## src/hw/rtl/trimmed_mean_averager_assert.svh

```systemverilog
// ----------------------------------------------------------------------------
// Trimmed mean averager assertion macros
// Concurrent assertion wrappers sampled on clock and disabled during reset.
// Define NO_ASSERTIONS to compile them out.
// ----------------------------------------------------------------------------
`ifndef TRIMMED_MEAN_AVERAGER_ASSERT_SVH
`define TRIMMED_MEAN_AVERAGER_ASSERT_SVH

`ifndef NO_ASSERTIONS

// Property must hold at every clock edge outside reset
`define TMA_ASSERT(lbl, prop) \
   lbl: assert property (@(posedge clock) disable iff (reset) prop) \
      else $error("trimmed_mean_averager: assertion failed");

// Expression must never be true outside reset
`define TMA_ASSERT_NEVER(lbl, expr) \
   lbl: assert property (@(posedge clock) disable iff (reset) !(expr)) \
      else $error("trimmed_mean_averager: forbidden condition seen");

`else

`define TMA_ASSERT(lbl, prop)
`define TMA_ASSERT_NEVER(lbl, expr)

`endif

`endif

```

## src/hw/rtl/tma_pkg.sv

```systemverilog
// ----------------------------------------------------------------------------
// Trimmed mean averager package
// Shared types and fixed constants for the averager and its sub-units.
// ----------------------------------------------------------------------------
package tma_pkg;

   // Data path width of samples, sum, count and average
   localparam int DATA_W = 32;
   // Width of the count registers
   localparam int CNT_W  = 4;

   // Request kinds
   localparam logic KIND_ADD   = 1'b0;
   localparam logic KIND_CLEAR = 1'b1;

   // Register indexes
   localparam logic CSR_MIN_COUNT = 1'b0;
   localparam logic CSR_MAX_COUNT = 1'b1;

   // Sequencer to store control
   typedef struct packed {
      logic start;
      logic clear;
   } st_req_type;

   // Store to sequencer status
   typedef struct packed {
      logic done;
      logic absorbed;
   } st_rsp_type;

endpackage

```

## src/hw/rtl/tma_store.sv

```systemverilog
// ----------------------------------------------------------------------------
// Extreme value store
// Keeps up to DEPTH extreme samples in a small memory. Fills first, then
// scans one entry per cycle with a single shared comparator and swaps the
// sample in when it is more extreme than the weakest kept entry.
// ----------------------------------------------------------------------------
module tma_store #(
   parameter int DEPTH      = 8,
   parameter bit WANT_SMALL = 1'b1
) (
   input  logic                       clock,
   input  logic                       reset,
   input  logic [tma_pkg::CNT_W-1:0]  cfg_count,
   input  tma_pkg::st_req_type        ctl,
   input  logic [tma_pkg::DATA_W-1:0] value_in,
   output tma_pkg::st_rsp_type        sts,
   output logic [tma_pkg::DATA_W-1:0] pass_out
);

   localparam int FW = $clog2(DEPTH + 1);
   localparam int AW = (DEPTH > 1) ? $clog2(DEPTH) : 1;
   localparam int CW = (FW > tma_pkg::CNT_W) ? FW : tma_pkg::CNT_W;

   localparam logic [1:0] S_IDLE   = 2'd0;
   localparam logic [1:0] S_SCAN   = 2'd1;
   localparam logic [1:0] S_DECIDE = 2'd2;

   logic [tma_pkg::DATA_W-1:0] mem [DEPTH];

   logic [1:0]                 state_ff, state_in;
   logic [FW-1:0]              fill_ff, fill_in;
   logic [FW-1:0]              issue_ff, issue_in;
   logic                       pend_ff, pend_in;
   logic [AW-1:0]              pend_idx_ff, pend_idx_in;
   logic [tma_pkg::DATA_W-1:0] rdata_ff;
   logic [tma_pkg::DATA_W-1:0] best_ff, best_in;
   logic [AW-1:0]              best_idx_ff, best_idx_in;
   logic [tma_pkg::DATA_W-1:0] val_ff, val_in;
   logic [tma_pkg::DATA_W-1:0] pass_ff, pass_in;
   logic                       done_ff, done_in;
   logic                       absorbed_ff, absorbed_in;

   logic                       mem_we, mem_re;
   logic [AW-1:0]              mem_waddr, mem_raddr;
   logic [tma_pkg::DATA_W-1:0] mem_wdata;

   logic [CW-1:0]              cfg_ext, depth_c, n_wide;
   logic [FW-1:0]              n_eff;
   logic [tma_pkg::DATA_W-1:0] cmp_a, cmp_b;
   logic                       cmp_better;

   // Effective count, limited to the store depth
   assign cfg_ext = CW'(cfg_count);
   assign depth_c = CW'(DEPTH);
   assign n_wide  = (cfg_ext > depth_c) ? depth_c : cfg_ext;
   assign n_eff   = n_wide[FW-1:0];

   // Shared comparator: scan picks the weakest entry, decide tests the sample
   assign cmp_a      = (state_ff == S_DECIDE) ? best_ff : rdata_ff;
   assign cmp_b      = (state_ff == S_DECIDE) ? val_ff : best_ff;
   assign cmp_better = WANT_SMALL ? (cmp_a > cmp_b) : (cmp_a < cmp_b);

   // Sequencer
   always_comb begin
      state_in    = state_ff;
      fill_in     = fill_ff;
      issue_in    = issue_ff;
      pend_in     = 1'b0;
      pend_idx_in = pend_idx_ff;
      best_in     = best_ff;
      best_idx_in = best_idx_ff;
      val_in      = val_ff;
      pass_in     = pass_ff;
      done_in     = 1'b0;
      absorbed_in = 1'b0;
      mem_we      = 1'b0;
      mem_waddr   = fill_ff[AW-1:0];
      mem_wdata   = value_in;
      mem_re      = 1'b0;
      mem_raddr   = issue_ff[AW-1:0];
      case (state_ff)
         S_IDLE: begin
            if (ctl.clear) begin
               fill_in = '0;
            end else if (ctl.start) begin
               if (n_eff == '0) begin
                  // store disabled: forward as is
                  pass_in = value_in;
                  done_in = 1'b1;
               end else if (fill_ff < n_eff) begin
                  mem_we      = 1'b1;
                  fill_in     = fill_ff + FW'(1);
                  done_in     = 1'b1;
                  absorbed_in = 1'b1;
               end else begin
                  val_in   = value_in;
                  issue_in = '0;
                  state_in = S_SCAN;
               end
            end
         end
         S_SCAN: begin
            // issue one read per cycle
            if (issue_ff < n_eff) begin
               mem_re      = 1'b1;
               pend_in     = 1'b1;
               pend_idx_in = issue_ff[AW-1:0];
               issue_in    = issue_ff + FW'(1);
            end
            // fold returned entry; lowest index wins ties
            if (pend_ff) begin
               if (pend_idx_ff == '0 || cmp_better) begin
                  best_in     = rdata_ff;
                  best_idx_in = pend_idx_ff;
               end
            end else if (issue_ff == n_eff) begin
               state_in = S_DECIDE;
            end
         end
         S_DECIDE: begin
            done_in  = 1'b1;
            state_in = S_IDLE;
            if (cmp_better) begin
               mem_we    = 1'b1;
               mem_waddr = best_idx_ff;
               mem_wdata = val_ff;
               pass_in   = best_ff;
            end else begin
               pass_in = val_ff;
            end
         end
         default: begin
            state_in = S_IDLE;
         end
      endcase
   end

   // Memory: one write port, registered read
   always_ff @(posedge clock) begin
      if (mem_we) begin
         mem[mem_waddr] <= mem_wdata;
      end
      if (mem_re) begin
         rdata_ff <= mem[mem_raddr];
      end
   end

   // Control registers
   always_ff @(posedge clock) begin
      if (reset) begin
         state_ff    <= S_IDLE;
         fill_ff     <= '0;
         pend_ff     <= 1'b0;
         done_ff     <= 1'b0;
         absorbed_ff <= 1'b0;
      end else begin
         state_ff    <= state_in;
         fill_ff     <= fill_in;
         pend_ff     <= pend_in;
         done_ff     <= done_in;
         absorbed_ff <= absorbed_in;
      end
   end

   // Payload registers
   always_ff @(posedge clock) begin
      issue_ff    <= issue_in;
      pend_idx_ff <= pend_idx_in;
      best_ff     <= best_in;
      best_idx_ff <= best_idx_in;
      val_ff      <= val_in;
      pass_ff     <= pass_in;
   end

   assign sts.done     = done_ff;
   assign sts.absorbed = absorbed_ff;
   assign pass_out     = pass_ff;

endmodule

```

## src/hw/rtl/tma_div.sv

```systemverilog
// ----------------------------------------------------------------------------
// Restoring divider
// Unsigned divide, one quotient bit per cycle, done pulses after DATA_W steps.
// ----------------------------------------------------------------------------
module tma_div (
   input  logic                       clock,
   input  logic                       reset,
   input  logic                       start,
   input  logic [tma_pkg::DATA_W-1:0] dividend,
   input  logic [tma_pkg::DATA_W-1:0] divisor,
   output logic                       done,
   output logic [tma_pkg::DATA_W-1:0] quotient,
   output logic [tma_pkg::DATA_W-1:0] remainder
);

   localparam int W  = tma_pkg::DATA_W;
   localparam int SW = $clog2(W + 1);

   logic          busy_ff, busy_in;
   logic          done_ff, done_in;
   logic [SW-1:0] step_ff, step_in;
   logic [W-1:0]  quo_ff, quo_in;
   logic [W-1:0]  rem_ff, rem_in;
   logic [W-1:0]  dvs_ff, dvs_in;
   logic [W:0]    trial, diff;
   logic          fits;

   // Shift in next dividend bit and trial subtract
   assign trial = {rem_ff, quo_ff[W-1]};
   assign diff  = trial - {1'b0, dvs_ff};
   assign fits  = (trial >= {1'b0, dvs_ff});

   always_comb begin
      busy_in = busy_ff;
      done_in = 1'b0;
      step_in = step_ff;
      quo_in  = quo_ff;
      rem_in  = rem_ff;
      dvs_in  = dvs_ff;
      if (start && !busy_ff) begin
         busy_in = 1'b1;
         step_in = SW'(W);
         quo_in  = dividend;
         rem_in  = '0;
         dvs_in  = divisor;
      end else if (busy_ff) begin
         rem_in  = fits ? diff[W-1:0] : trial[W-1:0];
         quo_in  = {quo_ff[W-2:0], fits};
         step_in = step_ff - SW'(1);
         if (step_ff == SW'(1)) begin
            busy_in = 1'b0;
            done_in = 1'b1;
         end
      end
   end

   always_ff @(posedge clock) begin
      if (reset) begin
         busy_ff <= 1'b0;
         done_ff <= 1'b0;
      end else begin
         busy_ff <= busy_in;
         done_ff <= done_in;
      end
   end

   always_ff @(posedge clock) begin
      step_ff <= step_in;
      quo_ff  <= quo_in;
      rem_ff  <= rem_in;
      dvs_ff  <= dvs_in;
   end

   assign done      = done_ff;
   assign quotient  = quo_ff;
   assign remainder = rem_ff;

endmodule

```

## src/hw/rtl/trimmed_mean_averager.sv

```systemverilog
// A clear skips both stores, a sample the minima store keeps skips the maxima
//   store, and a zero count skips the divider.
// One request at a time, taken the cycle after its response loads; a response
//   waits to load while rsp_ready is held low.
// Reset (synchronous, active high) clears counts, fills, sum and handshakes.
// ----------------------------------------------------------------------------
// Trimmed mean averager
// Sequencer around a minima store, a maxima store and a restoring divider.
// Samples surviving both stores are summed; each request returns the mean.
// ----------------------------------------------------------------------------
`include "trimmed_mean_averager_assert.svh"

module trimmed_mean_averager #(
   parameter int MIN_DEPTH = 8,
   parameter int MAX_DEPTH = 8
) (
   input  logic                       clock,
   input  logic                       reset,
   // request channel
   input  logic                       req_valid,
   output logic                       req_ready,
   input  logic                       req_kind,
   input  logic [tma_pkg::DATA_W-1:0] req_sample,
   // response channel
   output logic                       rsp_valid,
   input  logic                       rsp_ready,
   output logic [tma_pkg::DATA_W-1:0] rsp_average,
   output logic                       rsp_ready_res,
   // register writes
   input  logic                       csr_write_en,
   input  logic                       csr_index,
   input  logic [tma_pkg::CNT_W-1:0]  csr_wdata
);

   localparam logic [2:0] S_IDLE = 3'd0;
   localparam logic [2:0] S_MIN  = 3'd1;
   localparam logic [2:0] S_MAX  = 3'd2;
   localparam logic [2:0] S_CALC = 3'd3;
   localparam logic [2:0] S_DIV  = 3'd4;
   localparam logic [2:0] S_OUT  = 3'd5;

   logic [2:0]                 state_ff, state_in;
   logic [tma_pkg::CNT_W-1:0]  min_cnt_ff, max_cnt_ff;
   logic [tma_pkg::DATA_W-1:0] sum_ff, sum_in;
   logic [tma_pkg::DATA_W-1:0] count_ff, count_in;
   logic [tma_pkg::DATA_W-1:0] avg_ff, avg_in;
   logic                       rsp_valid_ff, rsp_valid_in;
   logic [tma_pkg::DATA_W-1:0] rsp_average_ff, rsp_average_in;
   logic                       rsp_ready_res_ff, rsp_ready_res_in;

   logic                       accept;
   tma_pkg::st_req_type        min_req, max_req;
   tma_pkg::st_rsp_type        min_rsp, max_rsp;
   logic [tma_pkg::DATA_W-1:0] min_pass, max_pass;
   logic                       div_start, div_done;
   logic [tma_pkg::DATA_W-1:0] div_quo, div_rem;
   logic                       round_up;

   assign req_ready = (state_ff == S_IDLE);
   assign accept    = req_valid && req_ready;

   // Store control
   assign min_req.start = accept && (req_kind == tma_pkg::KIND_ADD);
   assign min_req.clear = accept && (req_kind == tma_pkg::KIND_CLEAR);
   assign max_req.start = (state_ff == S_MIN) && min_rsp.done && !min_rsp.absorbed;
   assign max_req.clear = min_req.clear;

   tma_store #(
      .DEPTH      (MIN_DEPTH),
      .WANT_SMALL (1'b1)
   ) u_min_store (
      .clock     (clock),
      .reset     (reset),
      .cfg_count (min_cnt_ff),
      .ctl       (min_req),
      .value_in  (req_sample),
      .sts       (min_rsp),
      .pass_out  (min_pass)
   );

   tma_store #(
      .DEPTH      (MAX_DEPTH),
      .WANT_SMALL (1'b0)
   ) u_max_store (
      .clock     (clock),
      .reset     (reset),
      .cfg_count (max_cnt_ff),
      .ctl       (max_req),
      .value_in  (min_pass),
      .sts       (max_rsp),
      .pass_out  (max_pass)
   );

   assign div_start = (state_ff == S_CALC) && (count_ff != '0);

   tma_div u_div (
      .clock     (clock),
      .reset     (reset),
      .start     (div_start),
      .dividend  (sum_ff),
      .divisor   (count_ff),
      .done      (div_done),
      .quotient  (div_quo),
      .remainder (div_rem)
   );

   // Round up when the remainder reaches count >> 1 (half the count, rounded down)
   assign round_up = (count_ff >= tma_pkg::DATA_W'(2)) && (div_rem >= (count_ff >> 1));

   // Sequencer
   always_comb begin
      state_in         = state_ff;
      sum_in           = sum_ff;
      count_in         = count_ff;
      avg_in           = avg_ff;
      rsp_valid_in     = rsp_valid_ff && !rsp_ready;
      rsp_average_in   = rsp_average_ff;
      rsp_ready_res_in = rsp_ready_res_ff;
      case (state_ff)
         S_IDLE: begin
            if (accept) begin
               if (req_kind == tma_pkg::KIND_CLEAR) begin
                  sum_in   = '0;
                  count_in = '0;
                  state_in = S_CALC;
               end else begin
                  state_in = S_MIN;
               end
            end
         end
         S_MIN: begin
            if (min_rsp.done) begin
               state_in = min_rsp.absorbed ? S_CALC : S_MAX;
            end
         end
         S_MAX: begin
            if (max_rsp.done) begin
               if (!max_rsp.absorbed) begin
                  sum_in   = sum_ff + max_pass;
                  count_in = count_ff + tma_pkg::DATA_W'(1);
               end
               state_in = S_CALC;
            end
         end
         S_CALC: begin
            if (count_ff == '0) begin
               avg_in   = '0;
               state_in = S_OUT;
            end else begin
               state_in = S_DIV;
            end
         end
         S_DIV: begin
            if (div_done) begin
               avg_in   = div_quo + tma_pkg::DATA_W'(round_up);
               state_in = S_OUT;
            end
         end
         S_OUT: begin
            // load the output register once the previous response is gone
            if (!rsp_valid_ff || rsp_ready) begin
               rsp_valid_in     = 1'b1;
               rsp_average_in   = avg_ff;
               rsp_ready_res_in = (count_ff != '0);
               state_in         = S_IDLE;
            end
         end
         default: begin
            state_in = S_IDLE;
         end
      endcase
   end

   // Control registers and configuration
   always_ff @(posedge clock) begin
      if (reset) begin
         state_ff     <= S_IDLE;
         sum_ff       <= '0;
         count_ff     <= '0;
         rsp_valid_ff <= 1'b0;
         min_cnt_ff   <= '0;
         max_cnt_ff   <= '0;
      end else begin
         state_ff     <= state_in;
         sum_ff       <= sum_in;
         count_ff     <= count_in;
         rsp_valid_ff <= rsp_valid_in;
         if (csr_write_en) begin
            case (csr_index)
               tma_pkg::CSR_MIN_COUNT: min_cnt_ff <= csr_wdata;
               tma_pkg::CSR_MAX_COUNT: max_cnt_ff <= csr_wdata;
               default: begin
               end
            endcase
         end
      end
   end

   // Payload registers
   always_ff @(posedge clock) begin
      avg_ff           <= avg_in;
      rsp_average_ff   <= rsp_average_in;
      rsp_ready_res_ff <= rsp_ready_res_in;
   end

   assign rsp_valid     = rsp_valid_ff;
   assign rsp_average   = rsp_average_ff;
   assign rsp_ready_res = rsp_ready_res_ff;

   // Assertions
   `TMA_ASSERT(a_clear_zeroes, min_req.clear |=> (count_ff == '0 && sum_ff == '0))
   `TMA_ASSERT(a_div_nonzero, div_start |-> (count_ff != '0))
   `TMA_ASSERT_NEVER(a_store_overlap, min_rsp.done && max_rsp.done)
   `TMA_ASSERT(a_busy_after_accept, accept |=> !req_ready)
   `TMA_ASSERT(a_out_holds, (state_ff == S_OUT && rsp_valid && !rsp_ready) |=> state_ff == S_OUT)

endmodule

```

## config.mk

```make
export PLATFORM = sky130hd
export DESIGN_NAME = trimmed_mean_averager
export DESIGN_NICKNAME = d
export VERILOG_FILES = /design/src/hw/rtl/tma_pkg.sv /design/src/hw/rtl/tma_store.sv /design/src/hw/rtl/tma_div.sv /design/src/hw/rtl/trimmed_mean_averager.sv
export VERILOG_INCLUDE_DIRS = /design/src /design/src/hw/rtl
export SDC_FILE = /design/constraint.sdc
export NUM_CORES = 2
export LEC_CHECK = 0
export ABC_AREA = 0
export BUFFER_PORTS_ARGS = -buffer_cell sky130_fd_sc_hd__buf_4
export CORE_MARGIN = 2
export CORE_UTILIZATION = 66
export CTS_CLUSTER_SIZE = 8
export DETAILED_ROUTE_END_ITERATION = 12
export PLACE_DENSITY = 0.85
export SYNTH_ARGS = -nofsm -noshare
export SYNTH_HDL_FRONTEND = slang
export SYNTH_SLANG_ARGS = --single-unit
```

## constraint.sdc

```tcl
create_clock -name clock -period 15.1 [get_ports clock]
set_input_delay 1.51 -clock clock [delete_from_list [all_inputs] [get_ports clock]]
set_output_delay 1.51 -clock clock [all_outputs]
set_load 0.02 [all_outputs]
```

==> results.md <==
- Resize count post-CTS: 0
- Largest net degree at the start of global routing: 80
- Number of max-cap violations: 0
- Core Util, Final: about three quarters
- Worst-margin pin slew: 1.294 ns
- Clock Path Buffers: 3
- Synth unique cells: 75
- Pwr/cell area: 123.9 nW/µm²
- Max layer used: met5
- Status: complete, no violations
- Crit Reg-Reg Endpoint: u_min_store.mem[5][21]$_DFFE_PP_
- Number of setup buffers added after CTS: 0
- Setup TNS: 0 ns
- IO buf count: 77
- Max IR drop VDD: between 0.1 and 0.15 mV
- Total GRT Usage: approximately a third
- Hold_sp: avg_ff[23]$_SDFFCE_PP0P_
- Leading cell type in the layout, fill and taps excluded: edfxtp_1
- Sequential share of the synthesized area: between 60% and 70%
- Synthesized area per cell: about 14 µm²
- Hold Path Cell Cnt: 0
- Fin crit share: roughly 45%
- Worst EP required: 15.45 ns
- Setup violators final: 0
- Clk_skew: 0.05371 ns
- Top_reg_cell synth: edfxtp_1
- Wire per inst: around 26 µm
- Layout fillers: approximately 4,200
- CP Capture Type: flip-flop
- Final hold violation count: 0
- Chip width: 274.1 µm
- Root buffer cell: clkbuf_16
- Max Fanout on Critical Path: 79
- Syn. warnings: 0
- Post-Place Setup Slack: about 9 ns
- Antenna-violating nets left: 0
- Clock transition at path regs: around 0.050 ns
- R2r startpoint: u_min_store.state_ff[0]$_SDFFE_PP0P_
- Fraction of registers with async set/reset: 0%
- Max Clk Rate: between 0.1 and 0.15 GHz
- TritonRoute pass-1 iters: 6
- Routed length on met1: roughly 44 mm
- Die Y-Extent: between 200 and 300 µm
- Dpl hpwl: 73.10 mm
- H-tree depth: 4
- Hold Path Sink: rsp_average[23]$_DFFE_PP_
- Initial core utilization: between 60% and 70%
- Vias: 30,790
- Commonest cells after routing, fill and taps aside: 917 x edfxtp_1, 343 x nand2_1, 204 x nor3_1
- Die ar.: between 70,000 and 80,000 µm²
- Hold_buf cts: 0
- Post-synth EDFFs: 917
- Row cnt: 99
- Mapped Nets: 3,730
- Reg2Reg Depth: 12
- RSZ-0062 raised after global routing: false
- PnR worst setup slack: 8.333 ns
- Via-to-Cell Ratio: between 6 and 7
- CP Data Arrival Time: around 7.1 ns
- Nets@finish: ~3,800
- Final Routed Wirelength: 119.7 mm
- Number of global-route vias before repair: between 30,000 and 40,000
- Post-Synthesis Cells: 3,503
- Met2 wire len: 59.61 mm
- Num CTS Buffers: between 100 and 150
- GP Congestion: between 0.9 and 1
- Biggest regs: u_max_store.mem x256, u_min_store.mem x256
- CTS tree: built
- Grt total ovfl: 0
- Initial antenna violation count: 5
- Reg2Reg Setup Slack: 8.33 ns
- Drc violations: 0
- Core area: ~73,000 µm²
- Worst slew margin: between 10% and 20%
- Placed Area: between 40,000 and 50,000 µm²
- # IOs: 78
- DRT iter0 DRCs: between 3,000 and 4,000
- Synth Cell Area: 48,150 µm²
- Clk_lat worst skew: 0.76 ns
- Share of layout cells above drive strength 1: 16.98%
- Fin. max-slew vios: 0
- Final instance area: between 50,000 and 60,000 µm²
- Worst Setup Start Kind: flip-flop
- Hold Path Class: flip-flop to flip-flop
- Min Tclk post-route: about 6.8 ns
- Wire length on met3: 9.506 mm
- Area delta synth->final: 12.31%
- Post-synthesis register bit count: approximately 1,100
- P_leak: between 15 and 20 nW
- Clock Sinks: 1,051
- Crit Path Category: flip-flop to flip-flop
- First-pass GRT wire length: about 180 mm
==> how the worst max path moves through the flow <==
stage,slack (ns),from,to
floorplan,8.84,u_max_store.state_ff[1]$_SDFFE_PP0P_,u_max_store.mem[1][0]$_DFFE_PP_
global placement,9.12,u_min_store.state_ff[0]$_SDFFE_PP0P_,u_min_store.mem[7][18]$_DFFE_PP_
detailed placement,8.90,u_min_store.state_ff[0]$_SDFFE_PP0P_,u_min_store.mem[5][17]$_DFFE_PP_
CTS,8.57,u_min_store.state_ff[0]$_SDFFE_PP0P_,u_min_store.mem[1][19]$_DFFE_PP_
global route,8.21,u_min_store.state_ff[0]$_SDFFE_PP0P_,u_min_store.mem[5][21]$_DFFE_PP_
finish,8.33,u_min_store.state_ff[0]$_SDFFE_PP0P_,u_min_store.mem[5][21]$_DFFE_PP_
==> critical path, stage by stage (launching register included) <==
cell,delay [ns]
dfxtp_1,0.57
inv_1,0.18
nand2_4,0.49
buf_4,0.82
mux2_2,0.44
ha_1,0.31
nand4_1,0.20
nor4_1,0.66
o21ai_0,0.33
a32oi_4,0.25
nor2b_4,0.49
a32oi_1,0.39
nor2_4,1.13
==> cell usage after synthesis (5+ instances only) <==
master	number	area share (%)
dfxtp_1	134	5.6
clkbuf_1	127	0.99
nand2b_1	27	0.35
or3_1	17	0.22
nand3b_1	6	0.094
a211oi_1	5	0.078
mux2_2	132	3.1
a22o_1	19	0.35
nor3b_1	5	0.078
o21a_1	18	0.28
o21ai_1	7	0.073
buf_2	5	0.052
inv_1	103	0.80
o21bai_1	10	0.16
buf_1	20	0.16
ha_1	182	4.7
a31o_2	5	0.091
nor2_1	206	1.6
o211ai_1	7	0.11
a22oi_1	18	0.28
nand3_1	107	1.1
mux2_4	29	0.90
o21ai_0	91	0.95
nor4_1	16	0.21
and3_1	27	0.35
buf_6	7	0.16
mux4_2	128	6.0
nor3_1	205	2.1
mux2i_1	106	2.2
nor2b_1	27	0.35
xnor2_1	74	1.3
a31oi_1	12	0.16
a21oi_1	145	1.5
nand4_1	34	0.44
xor2_1	42	0.76
nand2_1	344	2.7
a32oi_1	7	0.13
a21o_1	61	0.95
edfxtp_1	917	57
==> metal layers <==
metal	track usage (%)	up-vias
li1	-	13510
met1	39.52	15030
met2	53.89	1814
met3	6.410	435
met4	17.72	2
met5	0	-
==> power by group <==
group	switching [mW]	leakage [nW]	internal, mW	total, mW
registers	0.0533	9.32	3.24	3.29
clock network	1.24	2.04	1.82	3.06
logic	0.223	8.27	0.131	0.354
==> cell families (layout without fill, tap and decap cells) <==
logic type / Yosys count / in the layout / share of synthesized area [%]
flops: 1051 / 1051 / 62.76
simple gates: 1041 / 1041 / 9.953
compound gates: 453 / 453 / 6.008
mux: 395 / 395 / 12.18
buf+inv: 263 / 434 / 2.172
fa+ha+maj: 184 / 184 / 4.813
xor+xnor: 116 / 116 / 2.110
other cells: 0 / 5 / 0
==> metrics by stage <==
| step | hold slack [ns] | total power [mW] | std cells |
|---|---|---|---|
| finish | 0.4131 | 6.702 | 4638 |
| global placement | 0.4008 | 3.669 | 4420 |
| detailed placement | 0.4052 | 3.685 | 4420 |
| global route | 0.4179 | 6.869 | 4633 |
| floorplan | 0.4003 | 3.555 | 3503 |
| CTS | 0.4134 | 6.713 | 4633 |
==> area by class of cell <==
type                            count  area (µm²)  area share, %
Timing Repair Buffer              117       878.3          1.624
Clock inverter                     16       315.3         0.5831
Tap cell                          959        1200          2.219
Multi-Input combinational cell   2189       17130          31.68
Sequential cell                  1051       30220          55.88
Inverter                          104       390.4         0.7219
Antenna cell                        5       12.51        0.02314
Clock buffer                      197        3930          7.267
(Power assumes the default switching activity.)
